--- src/hdl/tick_to_ohlcv_bar_aggregator_core_macros.svh ---
// Assertion macros for the OHLCV bar aggregator.
// Included by the modules that carry concurrent checks; depends on nothing.
`ifndef TICK_TO_OHLCV_BAR_AGGREGATOR_CORE_MACROS_SVH
`define TICK_TO_OHLCV_BAR_AGGREGATOR_CORE_MACROS_SVH
`ifndef SYNTHESIS
`define OBAG_ASSERT_IMP(lbl, clk, rst_n, ante, cons, msg) \
    lbl: assert property (@(posedge clk) disable iff (!rst_n) (ante) |-> (cons)) \
        else $error(msg);
`define OBAG_ASSERT_NEXT(lbl, clk, rst_n, ante, cons, msg) \
    lbl: assert property (@(posedge clk) disable iff (!rst_n) (ante) |=> (cons)) \
        else $error(msg);
`else
`define OBAG_ASSERT_IMP(lbl, clk, rst_n, ante, cons, msg)
`define OBAG_ASSERT_NEXT(lbl, clk, rst_n, ante, cons, msg)
`endif
`endif

--- src/hdl/obag_pkg.sv ---
// Package for the OHLCV bar aggregator: item structs, codes, slot constants.
// No dependencies; imported by every module of the block but obag_ram.
`default_nettype none

package obag_pkg;

    localparam int SYMBOLS = 256;
    localparam int SYM_W   = (SYMBOLS > 1) ? $clog2(SYMBOLS) : 1;

    localparam int OP_W    = 2;
    localparam int SYMB_W  = 8;
    localparam int TIME_W  = 44;
    localparam int PRICE_W = 32;
    localparam int VOL_W   = 40;

    localparam logic [OP_W-1:0] OP_TICK    = 2'd0;
    localparam logic [OP_W-1:0] OP_WATCH   = 2'd1;
    localparam logic [OP_W-1:0] OP_UNWATCH = 2'd2;

    // slot lengths; 60000 = 32 * 1875, so the timestamp is shifted first
    localparam longint unsigned SHORT_MS   = 64'd60000;
    localparam longint unsigned LONG_RATIO = 64'd5;
    localparam longint unsigned LONG_MS    = SHORT_MS * LONG_RATIO;
    localparam int              TS_SHIFT   = 5;
    localparam longint unsigned DIV_SHORT  = SHORT_MS >> TS_SHIFT;

    // reciprocals scaled by 2^32, rounded down: quotient is exact or one low
    localparam int               RECIP_SHIFT = 32;
    localparam int               REC_S_W     = 22;
    localparam int               REC_R_W     = 30;
    localparam logic [REC_S_W-1:0] REC_SHORT =
        REC_S_W'((64'd1 << RECIP_SHIFT) / DIV_SHORT);
    localparam logic [REC_R_W-1:0] REC_RATIO =
        REC_R_W'((64'd1 << RECIP_SHIFT) / LONG_RATIO);

    // digit split of the shifted timestamp (39 bits = 19 high + 20 low)
    localparam int XL_W = 20;
    localparam int XH_W = TIME_W - TS_SHIFT - XL_W;
    localparam int QH_W = 9;
    localparam int RH_W = 11;
    localparam int Q1_W = QH_W + XL_W;
    localparam int Q5_W = 26;

    localparam int JQ_DEPTH = 4;
    localparam int JQ_AW    = $clog2(JQ_DEPTH);
    localparam int JQ_CNT_W = JQ_AW + 1;

    // power of two: pointers wrap by themselves
    localparam int OQ_DEPTH = 4;
    localparam int OQ_AW    = $clog2(OQ_DEPTH);
    localparam int OQ_CNT_W = OQ_AW + 1;

    typedef enum logic [1:0] {
        KIND_TICK    = 2'd0,
        KIND_WATCH   = 2'd1,
        KIND_UNWATCH = 2'd2
    } t_kind;

    typedef enum logic [1:0] {
        BS_IDLE = 2'b01,
        BS_UPD  = 2'b10
    } t_bstate;

    typedef struct packed {
        logic [OP_W-1:0]    opcode;
        logic [SYMB_W-1:0]  symbol;
        logic [TIME_W-1:0]  time_ms;
        logic [PRICE_W-1:0] price;
        logic [VOL_W-1:0]   tick_volume;
    } t_in;

    typedef struct packed {
        logic [SYMB_W-1:0]  bar_symbol;
        logic               bar_period;
        logic [TIME_W-1:0]  bar_start_ms;
        logic [PRICE_W-1:0] bar_open;
        logic [PRICE_W-1:0] bar_high;
        logic [PRICE_W-1:0] bar_low;
        logic [PRICE_W-1:0] bar_close;
        logic [VOL_W-1:0]   bar_volume;
        logic               last_of_run;
    } t_out;

    typedef struct packed {
        t_kind              kind;
        logic [SYM_W-1:0]   idx;
        logic [SYMB_W-1:0]  symbol;
        logic [PRICE_W-1:0] price;
        logic [VOL_W-1:0]   vol;
        logic [TIME_W-1:0]  start_s;
        logic [TIME_W-1:0]  start_l;
    } t_job;

    typedef struct packed {
        logic empty;
        logic full;
    } t_qstat;

    typedef struct packed {
        logic [TIME_W-1:0]  slot;
        logic [PRICE_W-1:0] open;
        logic [PRICE_W-1:0] high;
        logic [PRICE_W-1:0] low;
        logic [PRICE_W-1:0] close;
        logic [VOL_W-1:0]   vol;
    } t_bar;

    localparam int BAR_W = $bits(t_bar);

    typedef struct packed {
        t_bar nxt;
        logic emit;
    } t_apply;

endpackage

`default_nettype wire

--- src/hdl/obag_queue.sv ---
// Short job queue between front and back end.
// Depends on obag_pkg and the assertion macro header.
`default_nettype none
`include "tick_to_ohlcv_bar_aggregator_core_macros.svh"

module obag_queue import obag_pkg::*; (
    input  logic   i_clk,
    input  logic   i_rst_n,
    input  logic   i_push,
    input  t_job   i_job,
    input  logic   i_pop,
    output t_job   o_head,
    output t_qstat o_stat
);

    t_job                r_mem [JQ_DEPTH];
    logic [JQ_AW-1:0]    r_wr;
    logic [JQ_AW-1:0]    r_rd;
    logic [JQ_CNT_W-1:0] r_cnt;

    assign o_head       = r_mem[r_rd];
    assign o_stat.empty = (r_cnt == '0);
    assign o_stat.full  = (r_cnt == JQ_CNT_W'(JQ_DEPTH));

    always_ff @(posedge i_clk) begin
        if (i_push) begin
            r_mem[r_wr] <= i_job;
        end
    end

    always_ff @(posedge i_clk) begin
        if (!i_rst_n) begin
            r_wr  <= '0;
            r_rd  <= '0;
            r_cnt <= '0;
        end else begin
            if (i_push) begin
                r_wr <= r_wr + 1'b1;
            end
            if (i_pop) begin
                r_rd <= r_rd + 1'b1;
            end
            r_cnt <= r_cnt + JQ_CNT_W'(i_push) - JQ_CNT_W'(i_pop);
        end
    end

    `OBAG_ASSERT_IMP(a_no_push_full, i_clk, i_rst_n, i_push, !o_stat.full, "push into full queue")
    `OBAG_ASSERT_IMP(a_no_pop_empty, i_clk, i_rst_n, i_pop, !o_stat.empty, "pop from empty queue")

endmodule

`default_nettype wire

--- config.mk ---
export PLATFORM = sky130hd
export DESIGN_NAME = obag_queue
export DESIGN_NICKNAME = d
export VERILOG_FILES = /design/src/hdl/obag_pkg.sv /design/src/hdl/obag_queue.sv
export VERILOG_INCLUDE_DIRS = /design/src /design/src/hdl
export SDC_FILE = /design/constraint.sdc
export NUM_CORES = 1
export LEC_CHECK = 0
export ABC_AREA = 0
export BUFFER_PORTS_ARGS = -buffer_cell sky130_fd_sc_hd__buf_2
export CORE_UTILIZATION = 61
export DETAILED_ROUTE_END_ITERATION = 7
export PLACE_DENSITY_LB_ADDON = 0.08
export REMOVE_ABC_BUFFERS = 1
export SLEW_MARGIN = 20
export SYNTH_ARGS = -nofsm -noshare
export SYNTH_HDL_FRONTEND = slang
export SYNTH_SLANG_ARGS = --single-unit
--- constraint.sdc ---
create_clock -name i_clk -period 12.35 [get_ports i_clk]
set_clock_uncertainty 0.05 [all_clocks]
set_input_delay 2.47 -clock i_clk [delete_from_list [all_inputs] [get_ports i_clk]]
set_output_delay 2.47 -clock i_clk [all_outputs]
set_load 0.05 [all_outputs]
==> results.md, run 1 <==
* Outcome: complete, no violations
* Area of the die at 43650 um2
* Clock transition at the registers of the reported paths at 60 ps
* Commonest non-fill, non-tap cell in the layout: edfxtp_1
* Setup Buffers After CTS at 0
* Pin count of the biggest net entering global routing at 96
* Post-route DRC violation count at 0
* Number of primary I/O pins at 362
* Sw frac at 25.13%
* Global-route wire length before repair at 73.12 mm
* Vias in the first global route at 12160
* Cell area after synthesis at 26120 um2
* Unrepaired setup endpoints after global routing: no
* Vias per cell at 5.892
* Fin Setup TNS at 0 ps
* Max_slew headroom at 31.04%
* Hold buffer count at CTS at 0
* Syn avg cell area at 26.84 um2
* Crit. End Element: output pin
* Dpl cell area at 28470 um2
* Max Fanout on Critical Path at 43
* Final min period at 5705 ps
* Initial antenna violation count at 14
* CP top delay family: buffers and inverters
* Fin crit share at 46.19%
* Hold path cells at 2
* Row cnt at 75
* Worst Hold Class: flop to flop
* Placer Congestion at 0.7627
* Core box area at 42130 um2
* Clk sinks at 721
* Multi-input logic area at 4255 um2
* Dpl hpwl at 29.29 mm
* Starting DRT DRC Count at 938
* Post-CTS Resized at 0
* Initial Utilization at 61.99%
* Slowest CP cell: dfxtp_4
* Crit path cell chain: buf_4, mux4_2, buf_2
* TritonCTS buffer count at 72
* Final ANT Viol Nets at 0
* P_leak at 10.28 nW
* Clock Tree Root: clkbuf_16
* Combinational share of power at 13.5%
* Seq cells post-synth at 721
* Crit Path Class: flop to output pin
* Worst r2r dst: r_mem[2][30]
* Worst IR Drop VDD at 0.0001589 V
* Worst Tran Pin Value at 1034 ps
* Die Width at 208.9 um
* Fin nets at 1571
* Fin. max-slew vios at 0
* DR WL/cell at 24.96 um
* DR vias at 11640
* Required time of the critical path at 9830 ps
* Cells on worst reg2reg path at 5
* Max Cap Viol at 0
* Seq/Total Area, Yosys at 82.55%
* Internal power at 0.004200 W
* CP arrival at 3190 ps
* Crit start category: flop
* Reg area at 21570 um2
* Hold Vio Cnt, Final at 0
* Area grow syn2layout at 17.23%
* Port bufs at 361
* Power Density at 183.2 nW/um2
* Fmax at 175.3 MHz
* H-Tree Depth at 3
* Synth warnings at 0
* CTS tree: built
* Fill cells at 2432
* Die Y at 208.9 um
* Grt ovf at 0
* Clk pwr share at 35.7%
* Maximum clock path buffer count at 3
* Sequential Power Share at 50.9%
* Post-synthesis cell type count at 19
* Fraction of layout cells with a size suffix above 1 at 45.28%
* GRT Util Overall at 22.97%
* Flop2flop setup slack at 9380 ps
* Commonest cells after routing, fill and taps aside: edfxtp_1, buf_2, mux4_2
* RR Startpoint: r_wr[0]
* Final setup fails at 0
* HP Start: r_rd[0]
* Gate Count Post-Synth at 973
* Delay of the slowest critical-path stage at 920 ps
* Net switching power at 0.001410 W
* CP bufs+invs at 2
* Total Wirelength at 49.33 mm
* Skew-Pair Late Insertion Delay at 580 ps
* Design Area, Final at 30620 um2
* DRT Pass-1 Iters at 5
-- logic make-up (layout without fill, tap and decap cells) --
family	count (synthesis)	count (layout)	synth area share (%)
AOI/OAI and AO/OA	2	2	0.05747
muxes	179	179	15.39
adders and majority gates	7	7	0.3641
buffers and inverters	47	503	1.198
DFF	721	721	82.55
and+or+nand+nor	14	14	0.2875
xor gates and xnor gates	3	3	0.1581
other	0	8	0
-- Yosys cell counts --
master      n  area (um2)
fa_1        1       20.02
nor2_1      5       18.77
buf_2      19       95.09
dfxtp_1     9       180.2
xnor2_1     2       17.52
edfxtp_1  712       21380
and2_1      6       37.54
nand3b_1    1       7.510
a21bo_2     1       10.01
ha_1        6       75.07
nor3_1      1       5.000
buf_6      15       168.9
clkbuf_1    6       22.52
mux4_2    178        4009
and3_1      1       6.260
xor3_1      1       23.77
inv_1       7       26.28
a21oi_1     1       5.000
mux2i_1     1       10.01
-- registers in the layout (all words and copies together) (netlist names), named ones only --
| register | count |
|---|---|
| r_mem | 712 |
| r_cnt | 3 |
| r_rd | 2 |
| r_wr | 2 |
-- worst min-delay path, cell delays in order, from the launching register on --
cell      delay, ps
dfxtp_1         330
nand3b_1         90
a21oi_1          80
-- worst max path at each step --
stage,cells past startpoint,slack (ps),end,from
5_1_grt,3,6310,o_head[29],flop
4_1_cts,3,6460,o_head[29],flop
2_1_floorplan,1,1490,o_head[0],flop
3_5_place_dp,3,7090,o_head[29],flop
6_report,3,6650,o_head[140],flop
3_3_place_gp,3,7060,o_head[170],flop
-- through the flow --
stage / hold WS, ps / total power [W] / utilization, % / setup WS, ps / cells
finish: 497.3 / 0.005610 / 72.67 / 6645 / 1976
global route: 523.7 / 0.005778 / 72.65 / 6313 / 1973
CTS: 480.4 / 0.005656 / 72.62 / 6456 / 1968
detailed placement: 467.1 / 0.003670 / 67.57 / 7092 / 1847
global placement: 461.3 / 0.003658 / 67.50 / 7057 / 1846
floorplan: 449.3 / 0.003491 / - / 1495 / 933
-- layout make-up --
cell class                      instances  area share, %
Inverter                                7        0.08581
Antenna cell                            8        0.06538
Clock buffer                           93          6.211
Timing Repair Buffer                  375          6.350
Clock inverter                         28         0.7478
Multi-Input combinational cell        205          13.90
Tap cell                              539          2.203
Sequential cell                       721          70.44
-- routing by layer --
layer  share of wire (%)  vias to the layer above  track usage [%]
met5                0.19                        -                0
met4                 2.5                       14            7.378
met3                 8.1                       97            7.349
met2                  50                      409            36.18
met1                  39                     6083            31.09
li1                    -                     5040                -
-- power by group through the flow --
stage	combinational (W)	sequential [W]	clock, W
2_1_floorplan	0.000554	0.00294	0
4_1_cts	0.000766	0.00286	0.00203
3_3_place_gp	0.000755	0.00290	0
5_1_grt	0.000790	0.00286	0.00213
6_report	0.000755	0.00285	0.00200
3_5_place_dp	0.000764	0.00291	0
No activity file was read; power rests on OpenSTA's default activity.
==> run 2, diff against run 1 <==
Settings changed: CORE_UTILIZATION 61 to 51.
Clock period 12.35 ns to 4.61 ns, I/O delays scaled along.
==> results.md, run 2 (synthesis results as in run 1) <==
* Outcome: complete, no violations
* Final setup margin at 949.7 ps
* Fin nets at 1578
* Top flop regs: r_mem x712, r_cnt x3
* Final ANT Viol Nets at 0
* Design Area, Final at 31070 um2
* Hold Vio Cnt, Final at 0
* CTS tree: built
* Clk pwr share at 36.6%
* Post-route DRC violation count at 0
* Commonest cells after routing, fill and taps aside: edfxtp_1, buf_2, mux4_2
* Reg area at 21570 um2
* Placer Congestion at 0.7544
* Clock Tree Root: clkbuf_16
* Fill cells at 3470
* Metal2 WL at 25.24 mm
* Power Density at 492.4 nW/um2
* TritonCTS buffer count at 72
* Internal power at 0.01147 W
* Max reg flops at 712
* Worst slack, placed at 1508 ps
* DR WL/cell at 23.96 um
* CP arrival at 2690 ps
* WL met1 at 20.54 mm
* H-Tree Depth at 3
* Crit path depth at 3
* Initial antenna violation count at 13
* Worst Hold Class: input port to flop
* Power, Total at 0.01530 W
* Pin count of the biggest net entering global routing at 117
* Combinational share of power at 13.5%
* Initial Utilization at 51.85%
* Crit path cell chain: buf_12, mux4_2, buf_2
* Delay of the slowest critical-path stage at 810 ps
* Final min period at 3660 ps
* Grt ovf at 0
* Hold path cells at 1
* Biggest register: r_mem
* Fmax at 273.2 MHz
* Worst IR Drop VDD at 0.0003784 V
* Hold buffer count at CTS at 0
* CP top delay family: flip-flops
* Maximum clock path buffer count at 3
* CP bufs+invs at 2
* Crit Path Class: flop to output pin
* Sequential Power Share at 49.9%
* Unrepaired setup endpoints after global routing: no
* Skew-Pair Late Insertion Delay at 590 ps
* Commonest non-fill, non-tap cell in the layout: edfxtp_1
* Vias in the first global route at 12140
* Clk sinks at 721
* Net switching power at 0.003825 W
* Crit start category: flop
* Multi-input logic area at 4255 um2
* Total Wirelength at 50.76 mm
* Slowest CP cell: dfxtp_4
* Fraction of layout cells with a size suffix above 1 at 45.76%
* Max Fanout on Critical Path at 43
* Setup Buffers After CTS at 0
* Post-CTS Resized at 0
* Starting DRT DRC Count at 712
* Final setup fails at 0
* Core box area at 50380 um2
* Dpl hpwl at 30.49 mm
* GRT Util Overall at 19.95%
* Die Width at 228.3 um
* Worst Tran Pin Value at 797.7 ps
* Max_slew headroom at 46.82%
* Required time of the critical path at 3640 ps
* Die Y at 228.3 um
* Clock transition at the registers of the reported paths at 60 ps
* Max Cap Viol at 0
* Dpl cell area at 28810 um2
* Number of primary I/O pins at 362
* Sw frac at 25.00%
* DR vias at 11590
* Cells on worst reg2reg path at 4
* DRT Pass-1 Iters at 4
* Global-route wire length before repair at 76.56 mm
* Vias per cell at 5.471
* Crit. End Element: output pin
* P_leak at 10.41 nW
* Area grow syn2layout at 18.95%
* DR WL met3 at 3.774 mm
* Fin crit share at 79.40%
* Port bufs at 361
* Row cnt at 82
* Area of the die at 52120 um2
* Fin. max-slew vios at 0
* Top Metal Used: met5
run 2: changes by cell type in the layout (fill, tap and decap cells not counted):
cell        before  now
clkinv_1        14   23
buf_12           1   12
clkinv_4         1    0
clkinvlp_4       1    0
clkbuf_1        20   10
buf_16           1    0
bufinv_16        4    8
buf_4           12    9
clkinv_2         8   11
diode_2          8    7
run 2: path summary, 6_finish.rpt:
path                    from       endpoint  slack [ps]
setup / recovery        flop     o_head[13]         950
hold / removal    i_job[159]  r_mem[3][159]         490
setup reg to reg     r_wr[0]  r_mem[2][162]        2430
hold reg to reg      r_rd[1]           flop         500
run 2: stage by stage:
| stage | hold slack (ps) | setup TNS [ps] | utilization [%] | instances |
|---|---|---|---|---|
| after CTS | 454.4 | 0 | 61.64 | 2112 |
| after global placement | 459.3 | 0 | 57.18 | 1987 |
| final | 492.8 | 0 | 61.67 | 2119 |
| after detailed placement | 491.2 | 0 | 57.18 | 1987 |
| after global routing | 459.0 | 0 | 61.65 | 2115 |
| after floorplan | 449.3 | -1525510 | - | 933 |
run 2: cell type report:
type	count	share of cell area (%)
tap	672	2.706
antenna	7	0.05638
clock buffer	83	6.001
multi-input combinational	205	13.70
sequential	721	69.42
timing repair buffer	382	6.806
clock inverter	42	1.228
inverter	7	0.08457
run 2: power by group through the flow:
stage | Clock [W] | Combinational [W] | Sequential, W
final | 0.00561 | 0.00206 | 0.00763
after global routing | 0.00597 | 0.00216 | 0.00766
after CTS | 0.00574 | 0.00210 | 0.00764
after detailed placement | 0 | 0.00209 | 0.00778
after global placement | 0 | 0.00208 | 0.00776
after floorplan | 0 | 0.00148 | 0.00787
run 2: layer usage:
metal	up-vias	global-route usage, %
met4	16	5.831
li1	5065	-
met3	95	6.724
met2	330	31.99
met1	6086	26.18
met5	-	0
==> run 3, diff against run 2 <==
Settings changed: CORE_UTILIZATION 51 to 57.
Clock period 4.61 ns to 3.7 ns, I/O delays scaled along.
==> results.md, run 3 (synthesis results as in run 1) <==
* Worst Tran Pin Value at 695.9 ps
* Initial antenna violation count at 11
* Design Area, Final at 31040 um2
* Unrepaired setup endpoints after global routing: no
* Fin crit share at 84.99%
* Final min period at 3145 ps
* Grt ovf at 0
* Post-route DRC violation count at 0
* Fin nets at 1582
* Clock transition at the registers of the reported paths at 60 ps
* Port bufs at 361
* Starting DRT DRC Count at 674
* Placed Cells at 1919
* Hold buffer count at CTS at 0
* Crit Path Class: flop to output pin
* Final setup fails at 0
* Hold Vio Cnt, Final at 0
* Total Wirelength at 49.06 mm
* Outcome: complete, no violations
* Crit. End Element: output pin
* Initial Utilization at 57.68%
* Dpl cell area at 28810 um2
* Final core occ at 68.54%
* Max reg flops at 712
* DRT Pass-1 Iters at 4
* Fill cells at 2828
* Post-CTS Resized at 0
* Worst r2r dst: r_mem[0][6]
* Maximum clock path buffer count at 3
* GRT Util Overall at 21.36%
* Worst Hold Class: input port to flop
* Required time of the critical path at 2910 ps
* Placer Congestion at 0.7705
* Skew-Pair Late Insertion Delay at 590 ps
* Fmax at 318.0 MHz
* Pin count of the biggest net entering global routing at 65
* Multi-input logic area at 4255 um2
* TritonCTS buffer count at 72
* Biggest register: r_mem
* Dpl hpwl at 29.94 mm
* Core box area at 45280 um2
* Die Y at 216.1 um
* Max_slew headroom at 53.61%
* Clock Tree Root: clkbuf_16
* P_leak at 10.42 nW
* HP Start: i_job[93]
* Number of primary I/O pins at 362
* Reg area at 21570 um2
* Cells on worst reg2reg path at 4
* H-Tree Depth at 3
* Clk sinks at 721
* Setup Buffers After CTS at 0
* Global-route wire length before repair at 72.64 mm
* Area grow syn2layout at 18.84%
* Max Cap Viol at 0
* Final non-filler cell total at 2048
* CTS tree: built
* Commonest cells after routing, fill and taps aside: edfxtp_1, buf_2, mux4_2
* Vias in the first global route at 12260
* Power Density at 608.8 nW/um2
* Area of the die at 46680 um2
* Fin Setup TNS at 0 ps
* Die Width at 216.1 um
* Row cnt at 78
* RR Startpoint: r_wr[0]
* Fraction of layout cells with a size suffix above 1 at 45.91%
* Final ANT Viol Nets at 0
* Max Fanout on Critical Path at 28
* DR vias at 11520
* Worst IR Drop VDD at 0.0004484 V
* Flop2flop setup slack at 1710 ps
* Hold Path Sink: r_mem[0][93]
* Vias per cell at 5.623
* Fin. max-slew vios at 0
* Crit start category: flop
* Hold path cells at 1
* CP arrival at 2350 ps
* DR WL/cell at 23.95 um
* Commonest non-fill, non-tap cell in the layout: edfxtp_1
* Top flop regs: r_mem x712, r_cnt x3
-- run 3: cell count changes in the layout (fill, tap and decap cells not counted), sizes merged --
cell / change
clkbuf: +14
buf: +4
bufinv: -4
inv: +2
clkinv: -14
diode: -1
-- run 3: layout make-up --
type                       count  share of cell area (%)
multi-input combinational    205                   13.71
sequential                   721                   69.49
clock inverter                26                  0.7579
clock buffer                  97                   6.381
timing repair buffer         386                   7.111
tap                          600                   2.419
antenna                        6                 0.04837
inverter                       7                 0.08465
-- run 3: worst max-delay path by stage --
| stage | end | slack (ps) |
|---|---|---|
| finish | o_head[92] | 560 |
| global route | o_head[92] | 400 |
| CTS | o_head[92] | 440 |
| detailed placement | o_head[3] | 1100 |
| global placement | o_head[57] | 1110 |
| floorplan | o_head[0] | -5430 |
-- run 3: critical path: stages, from the launching register on --
cell	delay, ps
dfxtp_4	420
buf_4	490
mux4_2	600
buf_2	230
-- run 3: power breakdown --
part / total, W / switching [W] / internal (W)
Sequential: 0.00949 / 0.0000970 / 0.00939
Clock: 0.00681 / 0.00279 / 0.00402
Combinational: 0.00259 / 0.00182 / 0.000774
Total: 0.0189 / 0.00471 / 0.0142
-- run 3: metrics by stage --
| step | total power, W | hold slack (ps) | worst slack [ps] |
|---|---|---|---|
| 2_1_floorplan | 0.01165 | 449.3 | -5425 |
| 3_3_place_gp | 0.01225 | 457.2 | 1113 |
| 3_5_place_dp | 0.01229 | 465.6 | 1096 |
| 4_1_cts | 0.01910 | 261.5 | 439.3 |
| 5_1_grt | 0.01950 | 276.8 | 397.1 |
| 6_report | 0.01890 | 302.1 | 555.3 |
-- run 3: metal layers --
layer  global-route usage (%)  vias up  share of wire, %
li1                         -     5073                 -
met1                    27.66     5976                39
met2                    34.59      377                50
met3                    6.540       79               8.2
met4                    7.770       10               2.3
met5                        0        -              0.13
